$ cat config.mk
export PLATFORM = sky130hd
export DESIGN_NAME = packet_block_rule_table_top
export DESIGN_NICKNAME = d
export VERILOG_FILES = /design/src/hdl/pbrt_pkg.sv /design/src/hdl/pbrt_ctrl.sv /design/src/hdl/pbrt_datapath.sv /design/src/hdl/packet_block_rule_table_top.sv
export SDC_FILE = /design/constraint.sdc
export NUM_CORES = 2
export LEC_CHECK = 0
export BUFFER_PORTS_ARGS = -buffer_cell sky130_fd_sc_hd__clkbuf_2
export CAP_MARGIN = 10
export CORE_MARGIN = 2
export CORE_UTILIZATION = 57
export CTS_CLUSTER_SIZE = 25
export DETAILED_ROUTE_END_ITERATION = 10
export PLACE_DENSITY = 0.76
export SETUP_SLACK_MARGIN = 0.3
export SLEW_MARGIN = 10
export SYNTH_ARGS = -nofsm -noshare
export SYNTH_HDL_FRONTEND = slang
export SYNTH_SLANG_ARGS = --single-unit
$ cat constraint.sdc
create_clock -name clk -period 5.22 [get_ports clk]
set_input_delay 1.044 -clock clk [delete_from_list [all_inputs] [get_ports clk]]
set_output_delay 1.044 -clock clk [all_outputs]
set_load 0.005 [all_outputs]
$ cat src/hdl/pbrt_pkg.sv
// Shared types and constants for the packet block rule table.
package pbrt_pkg;

  // Number of rule slots and the index width that addresses them.
  localparam int MAX_RULES = 64;
  localparam int IDX_W = (MAX_RULES > 1) ? $clog2(MAX_RULES) : 1;
  localparam logic [IDX_W-1:0] LAST_IDX = IDX_W'(MAX_RULES - 1);

  // Action codes of a request.
  localparam logic ACT_ADD = 1'b0;
  localparam logic ACT_CHECK = 1'b1;

  // Direction codes of a rule or packet.
  localparam logic DIR_IN = 1'b0;
  localparam logic DIR_OUT = 1'b1;

  // Protocol code that matches any packet protocol.
  localparam logic [7:0] PROTO_ANY = 8'd0;

  typedef struct packed {
    logic        action;
    logic        block_flag;
    logic        direction;
    logic [7:0]  protocol;
    logic [31:0] rule_address;
    logic [31:0] source_address;
    logic [31:0] dest_address;
  } req_t;

  typedef struct packed {
    logic accept;
    logic table_full;
  } rsp_t;

  // Rule fields kept in the rule memory.
  typedef struct packed {
    logic        direction;
    logic [7:0]  protocol;
    logic [31:0] address;
  } rule_t;

  // Commands from the controller to the datapath.
  typedef struct packed {
    logic load;
    logic scan;
    logic commit;
  } cmd_t;

  // Status from the datapath to the controller.
  typedef struct packed {
    logic last_issue;
    logic out_free;
  } status_t;

endpackage

$ cat src/hdl/pbrt_ctrl.sv
// Controller state machine that sequences one request through the rule scan.
module pbrt_ctrl import pbrt_pkg::*; (
  input  logic    clk,
  input  logic    rst,
  input  logic    req_valid,
  output logic    req_stall,
  input  status_t status,
  output cmd_t    cmd
);

  typedef enum logic [1:0] {
    S_IDLE,
    S_SCAN,
    S_DRAIN,
    S_COMMIT
  } state_t;

  state_t state;

  // State register.
  always_ff @(posedge clk) begin
    if (rst) begin
      state <= S_IDLE;
    end else begin
      unique case (state)
        S_IDLE: begin
          if (req_valid) state <= S_SCAN;
        end
        S_SCAN: begin
          if (status.last_issue) state <= S_DRAIN;
        end
        S_DRAIN: begin
          state <= S_COMMIT;
        end
        S_COMMIT: begin
          if (status.out_free) state <= S_IDLE;
        end
        default: begin
          state <= S_IDLE;
        end
      endcase
    end
  end

  // Command decode.
  always_comb begin
    cmd.load   = (state == S_IDLE) && req_valid;
    cmd.scan   = (state == S_SCAN);
    cmd.commit = (state == S_COMMIT) && status.out_free;
  end

  assign req_stall = (state != S_IDLE);

endmodule

$ cat src/hdl/pbrt_datapath.sv
// Datapath: rule memory, valid and block bits, compare stage and result register.
module pbrt_datapath import pbrt_pkg::*; (
  input  logic    clk,
  input  logic    rst,
  input  req_t    req,
  input  cmd_t    cmd,
  output status_t status,
  output logic    rsp_valid,
  input  logic    rsp_stall,
  output rsp_t    rsp
);

  rule_t            rule_mem [MAX_RULES];
  logic             entry_valid [MAX_RULES];
  logic             entry_block [MAX_RULES];

  req_t             cur;
  logic [IDX_W-1:0] cnt;
  rule_t            rd_rule;
  logic             cmp_live;
  logic [IDX_W-1:0] cmp_idx;

  logic             hit_drop;
  logic             found;
  logic [IDX_W-1:0] found_idx;
  logic             have_free;
  logic [IDX_W-1:0] free_idx;

  logic [31:0]      want_addr;
  logic             slot_valid;
  logic             slot_block;
  logic             chk_hit;
  logic             add_hit;
  logic             full_now;
  logic             insert;
  logic             update;

  // Address that a check compares against: source for inbound, destination for outbound.
  assign want_addr = (cur.direction == DIR_OUT) ? cur.dest_address : cur.source_address;

  // Compare the slot read last cycle against the current request.
  always_comb begin
    chk_hit = slot_valid && slot_block && (rd_rule.direction == cur.direction) &&
              ((rd_rule.protocol == PROTO_ANY) || (rd_rule.protocol == cur.protocol)) &&
              (rd_rule.address == want_addr);
    add_hit = slot_valid && (rd_rule.direction == cur.direction) &&
              (rd_rule.protocol == cur.protocol) && (rd_rule.address == cur.rule_address);
  end

  // Decide what the commit does.
  assign full_now = (cur.action == ACT_ADD) && !found && !have_free;
  assign update   = (cur.action == ACT_ADD) && found;
  assign insert   = (cur.action == ACT_ADD) && !found && have_free;

  // Request capture, scan counter, memory read and match flags.
  always_ff @(posedge clk) begin
    if (cmd.load) begin
      cur <= req;
      cnt <= '0;
    end else if (cmd.scan) begin
      cnt <= cnt + IDX_W'(1);
    end
    if (cmd.scan) begin
      rd_rule    <= rule_mem[cnt];
      slot_valid <= entry_valid[cnt];
      slot_block <= entry_block[cnt];
      cmp_idx    <= cnt;
    end
    if (cmd.load) begin
      hit_drop  <= 1'b0;
      found     <= 1'b0;
      have_free <= 1'b0;
    end else if (cmp_live) begin
      if (chk_hit) hit_drop <= 1'b1;
      if (add_hit && !found) begin
        found     <= 1'b1;
        found_idx <= cmp_idx;
      end
      if (!slot_valid && !have_free) begin
        have_free <= 1'b1;
        free_idx  <= cmp_idx;
      end
    end
  end

  // The compare stage runs in the cycle after the read.
  always_ff @(posedge clk) begin
    if (rst) begin
      cmp_live <= 1'b0;
    end else begin
      cmp_live <= cmd.scan;
    end
  end

  // Rule memory write on insert.
  always_ff @(posedge clk) begin
    if (cmd.commit && insert) begin
      rule_mem[free_idx] <= '{direction: cur.direction, protocol: cur.protocol,
                              address: cur.rule_address};
    end
  end

  // Valid bits, cleared at reset.
  always_ff @(posedge clk) begin
    if (rst) begin
      for (int i = 0; i < MAX_RULES; i++) entry_valid[i] <= 1'b0;
    end else if (cmd.commit && insert) begin
      entry_valid[free_idx] <= 1'b1;
    end
  end

  // Block bits, written on insert or on update of a matching rule.
  always_ff @(posedge clk) begin
    if (cmd.commit && insert) begin
      entry_block[free_idx] <= cur.block_flag;
    end else if (cmd.commit && update) begin
      entry_block[found_idx] <= cur.block_flag;
    end
  end

  // Result register.
  always_ff @(posedge clk) begin
    if (rst) begin
      rsp_valid <= 1'b0;
    end else if (cmd.commit) begin
      rsp_valid <= 1'b1;
    end else if (!rsp_stall) begin
      rsp_valid <= 1'b0;
    end
  end

  always_ff @(posedge clk) begin
    if (cmd.commit) begin
      rsp.accept     <= (cur.action == ACT_CHECK) ? !hit_drop : 1'b1;
      rsp.table_full <= full_now;
    end
  end

  assign status.last_issue = cmd.scan && (cnt == LAST_IDX);
  assign status.out_free   = !rsp_valid || !rsp_stall;

  // A new result never overwrites one that is still stalled.
  a_no_overwrite: assert property (@(posedge clk) disable iff (rst)
    cmd.commit |-> (!rsp_valid || !rsp_stall))
    else $error("result overwritten while stalled");

  // A full report means every slot holds a rule.
  a_full_means_all_valid: assert property (@(posedge clk) disable iff (rst)
    (cmd.commit && full_now) |-> (entry_valid.and() == 1'b1))
    else $error("table reported full with a free slot");

  // A matched rule always sits in a valid slot.
  a_found_valid: assert property (@(posedge clk) disable iff (rst)
    (cmd.commit && found) |-> entry_valid[found_idx])
    else $error("matched rule is not valid");

  // A commit always presents a result in the next cycle.
  a_commit_shows: assert property (@(posedge clk) disable iff (rst)
    cmd.commit |=> rsp_valid)
    else $error("commit did not present a result");

endmodule

$ cat src/hdl/packet_block_rule_table_top.sv
// Top level of the packet block rule table: controller plus datapath.
//
//   channel | signals                      | carries
//   --------+------------------------------+------------------------------
//   request | req_valid, req_stall, req    | add rule or check packet
//   result  | rsp_valid, rsp_stall, rsp    | accept and table_full flags
//
// Each request runs through the idle, scan, drain and commit states in turn:
// one memory read per rule slot, one compare drain, one commit. A new request
// is not taken until the one before it has been committed.
// Reset clears all valid bits at once, so the table is empty right after it.
// A stalled result holds the commit until the result register frees; a new
// request is taken while an earlier result still waits.
module packet_block_rule_table_top import pbrt_pkg::*; (
  input  logic clk,
  input  logic rst,
  input  logic req_valid,
  output logic req_stall,
  input  req_t req,
  output logic rsp_valid,
  input  logic rsp_stall,
  output rsp_t rsp
);

  cmd_t    cmd;
  status_t status;

  // Sequencer.
  pbrt_ctrl u_ctrl (
    .clk       (clk),
    .rst       (rst),
    .req_valid (req_valid),
    .req_stall (req_stall),
    .status    (status),
    .cmd       (cmd)
  );

  // Rule storage and compare.
  pbrt_datapath u_datapath (
    .clk       (clk),
    .rst       (rst),
    .req       (req),
    .cmd       (cmd),
    .status    (status),
    .rsp_valid (rsp_valid),
    .rsp_stall (rsp_stall),
    .rsp       (rsp)
  );

endmodule
==> metrics.csv <==
stage,metric,value,unit
placement,gp_congestion,0.8677,
setup_path,cp-endpoint,u_datapath.rd_rule[27],
clocking,cts-root-buf,clkbuf_16,
synth,syn_area,112400,µm²
synth,synth-edff-count,2858,
run_status,status,finished clean,
synth,yosysWarnings,0,
placement,dp.final_hpwl,168.0,mm
clocking,post_cts_resized,0,
placement,place_ws,1.461,ns
sta,layout_setup_ws,1.570,ns
sta,setup_tns,0,ns
detailed_routing,detail_route.first_pass.iterations,6,
detailed_routing,drtIter0Drc,8768,
sta,rsz0062_at_grt,no,
die,initial_core_util,57.50,%
die,fp-row-count,162,
sta,finalSetupViolations,0,
synth,yosys.area.top_type,edfxtp_1,
global_route,grt-ovfl-total,0,
sta,timing.hold.ws,0.2930,ns
clocking,cts_tree,built,
detailed_routing,viasPerCell,6.784,
sta,worstMarginPinSlew,1.240,ns
final_layout,finalInstanceArea,127000,µm²
final_layout,area_delta_synth_final,13.07,%
sta,fmax,0.2740,GHz
sta,slew_headroom,17.24,%
die,die_h,448.0,µm
placement,portBuffers,114,
setup_path,path_max_fanout,26,
final_layout,antenna_cells,0,
detailed_routing,drcViolationCount,0,
min_path,worstHoldPathType,in -> reg,
synth,synth_seq_area_share,77.76,%
synth,synthCells,4972,
setup_path,worstSetupEndpointType,flip-flop,
setup_path,r2r_start,u_datapath.cnt[0],
die,die_x,448.0,µm
final_layout,final_nets,5491,
sta,hold_viol,0,
clocking,clock_sinks,2935,
pwr,leakagePower,0.03881,µW
setup_path,crit_start,u_datapath.cnt[0],
synth,synth.area.top_cells,"edfxtp_1 (76%), mux4_2 (15%), mux2i_1 (1.7%), dfxtp_1 (1.4%), nor2_1 (1.0%)",
final_layout,final_common_cell,edfxtp_1,
pwr,power.density,479.0,nW/µm²
die,ios,115,
pwr,p_total,60850,µW
clocking,ctsHoldBuffers,0,
synth,ys_ff_latch,2935,
detailed_routing,drt_wl_total,290.2,mm
detailed_routing,ant_nets,0,
global_route,antenna_found_initial,4,
setup_path,crit_type,reg -> reg,
clocking,htreeDepth,5,
clocking,clock_latency,0.94,ns
global_route,grt_pass1_wl,409.5,mm
detailed_routing,dr_total_vias,55700,
synth,synth_cell_types,48,
final_layout,fill_cells,11920,
sta,slew_violations,0,
final_layout,layout_common_cells,"edfxtp_1 (2858), mux4_2 (736), clkbuf_16 (304)",
global_route,grt_usage,29.11,%
sta,period_minus_slack,3.650,ns
global_route,grt_max_degree,116,
clocking,numCtsBuffers,298,
die,core_area,195400,µm²
placement,post_dp_cell_area,118000,µm²
clocking,clk_pin_slew,0.06,ns
flow_run,max_cap_viol_count,0,
sta,skew,0.04623,ns
synth,synth_nets,5089,
detailed_routing,wl_per_cell,35.35,µm
setup_path,reg2reg_slack,1.57,ns
synth,syn_avg_cell_area,22.60,µm²
setup_path,cp.arrival,4.30,ns
synth,synth_async_sr_flop_share,0,%
synth,netlist.area_leader.share,76.38,%
synth,synthFlopType,edfxtp_1,
clocking,cts_setup_buffers,0,
global_route,first_global_vias,55430,
sta,min_period_over_period,69.92,%
setup_path,reg2reg_depth,5,
clocking,cts_buffer_depth,4,
final_layout,drive_gt1_share,29.43,%
setup_path,critPathLaunchType,flip-flop,
die,dieArea,200700,µm²
pwr,vdd_drop_max,0.4385,mV
setup_path,cp.required,5.87,ns
setup_path,r2r_end,u_datapath.rd_rule[27],
cells in the mapped netlist (2+ instances only):
master / n
buf_1: 20
nand2b_1: 6
o21ai_0: 18
a221o_1: 13
xnor2_1: 56
nand4_1: 15
clkbuf_1: 95
mux2_2: 57
a22o_1: 16
mux2_1: 2
o211ai_1: 20
buf_4: 32
inv_1: 6
or2_2: 2
a211oi_1: 11
nor2_1: 298
buf_2: 95
or3_1: 2
o21ba_2: 9
nor3_1: 4
nand3_1: 15
buf_6: 18
o31ai_1: 13
dfxtp_1: 77
a21oi_1: 69
nor2b_1: 26
a221oi_1: 8
xor2_1: 21
ha_1: 6
o221ai_1: 11
and2_1: 5
a22oi_1: 66
nand2_1: 48
mux4_2: 736
nand4b_1: 4
edfxtp_1: 2858
mux2i_1: 191
nor4_1: 13
report_power, final:
group	switching [µW]	leakage (µW)	internal, µW
logic	7270	0.00800	5190
clock network	8620	0.00444	11500
registers	626	0.0264	27600
per-layer routing:
metal  wire length [µm]  vias up  GRT usage, %  share of wire (%)
li1                   -    21710             -                  -
met1             103000    29320         40.07                 35
met2             139000     4076         45.37                 48
met3              32600      586         5.928                 11
met4              15620        4         13.92                5.4
met5                 25        -             0             0.0086
worst min-delay path by stage:
stage                          startpoint                 endpoint  slack (ns)  cells after the start
CTS                               req[93]       u_datapath.cur[93]        0.24                      1
global placement    u_datapath.cmp_idx[0]   u_datapath.free_idx[0]        0.43                      0
floorplan               u_datapath.cnt[2]    u_datapath.cmp_idx[2]        0.40                      0
global route                      req[62]       u_datapath.cur[62]        0.27                      1
finish                            req[93]       u_datapath.cur[93]        0.29                      1
detailed placement  u_datapath.cmp_idx[5]  u_datapath.found_idx[5]        0.44                      0
state kept, by name, summed over array words and instances (netlist names), 41 cells and up:
name / cells
u_datapath.rd_rule: 41
u_datapath.rule_mem: 2624
u_datapath.entry_valid: 64
u_datapath.entry_block: 64
u_datapath.cur: 107
cell families (layout without fill, tap and decap cells):
logic type | after synthesis | count (layout) | share of synthesized area [%]
buf+inv | 267 | 881 | 1.225
fa+ha+maj | 6 | 6 | 0.06681
compound gates | 258 | 258 | 1.619
flops | 2935 | 2935 | 77.76
simple gates | 443 | 443 | 1.688
mux | 986 | 986 | 17.05
xor+xnor | 77 | 77 | 0.6002
cell type report:
type	instances	area (µm²)	area share (%)
Tap cell	2624	3283	2.584
Timing Repair Buffer	362	3171	2.496
Multi-Input combinational cell	1770	24130	18.99
Clock buffer	368	7908	6.225
Inverter	7	31.28	0.02462
Clock inverter	144	1137	0.8953
Sequential cell	2935	87380	68.78
worst max-delay path, cell delays in order (launching register included):
cell and delay [ns]:
dfxtp_4 0.81, buf_4 0.61, mux4_2 0.62, mux4_2 0.58
a22oi_1 0.47, o221ai_1 0.21
per-stage QoR:
step,instances,util [%]
after global routing,8210,65.02
after CTS,8210,65.02
after detailed placement,7698,60.39
after floorplan,4972,-
after global placement,7698,60.39
final,8210,65.02
No activity file was read; power rests on OpenSTA's default activity.
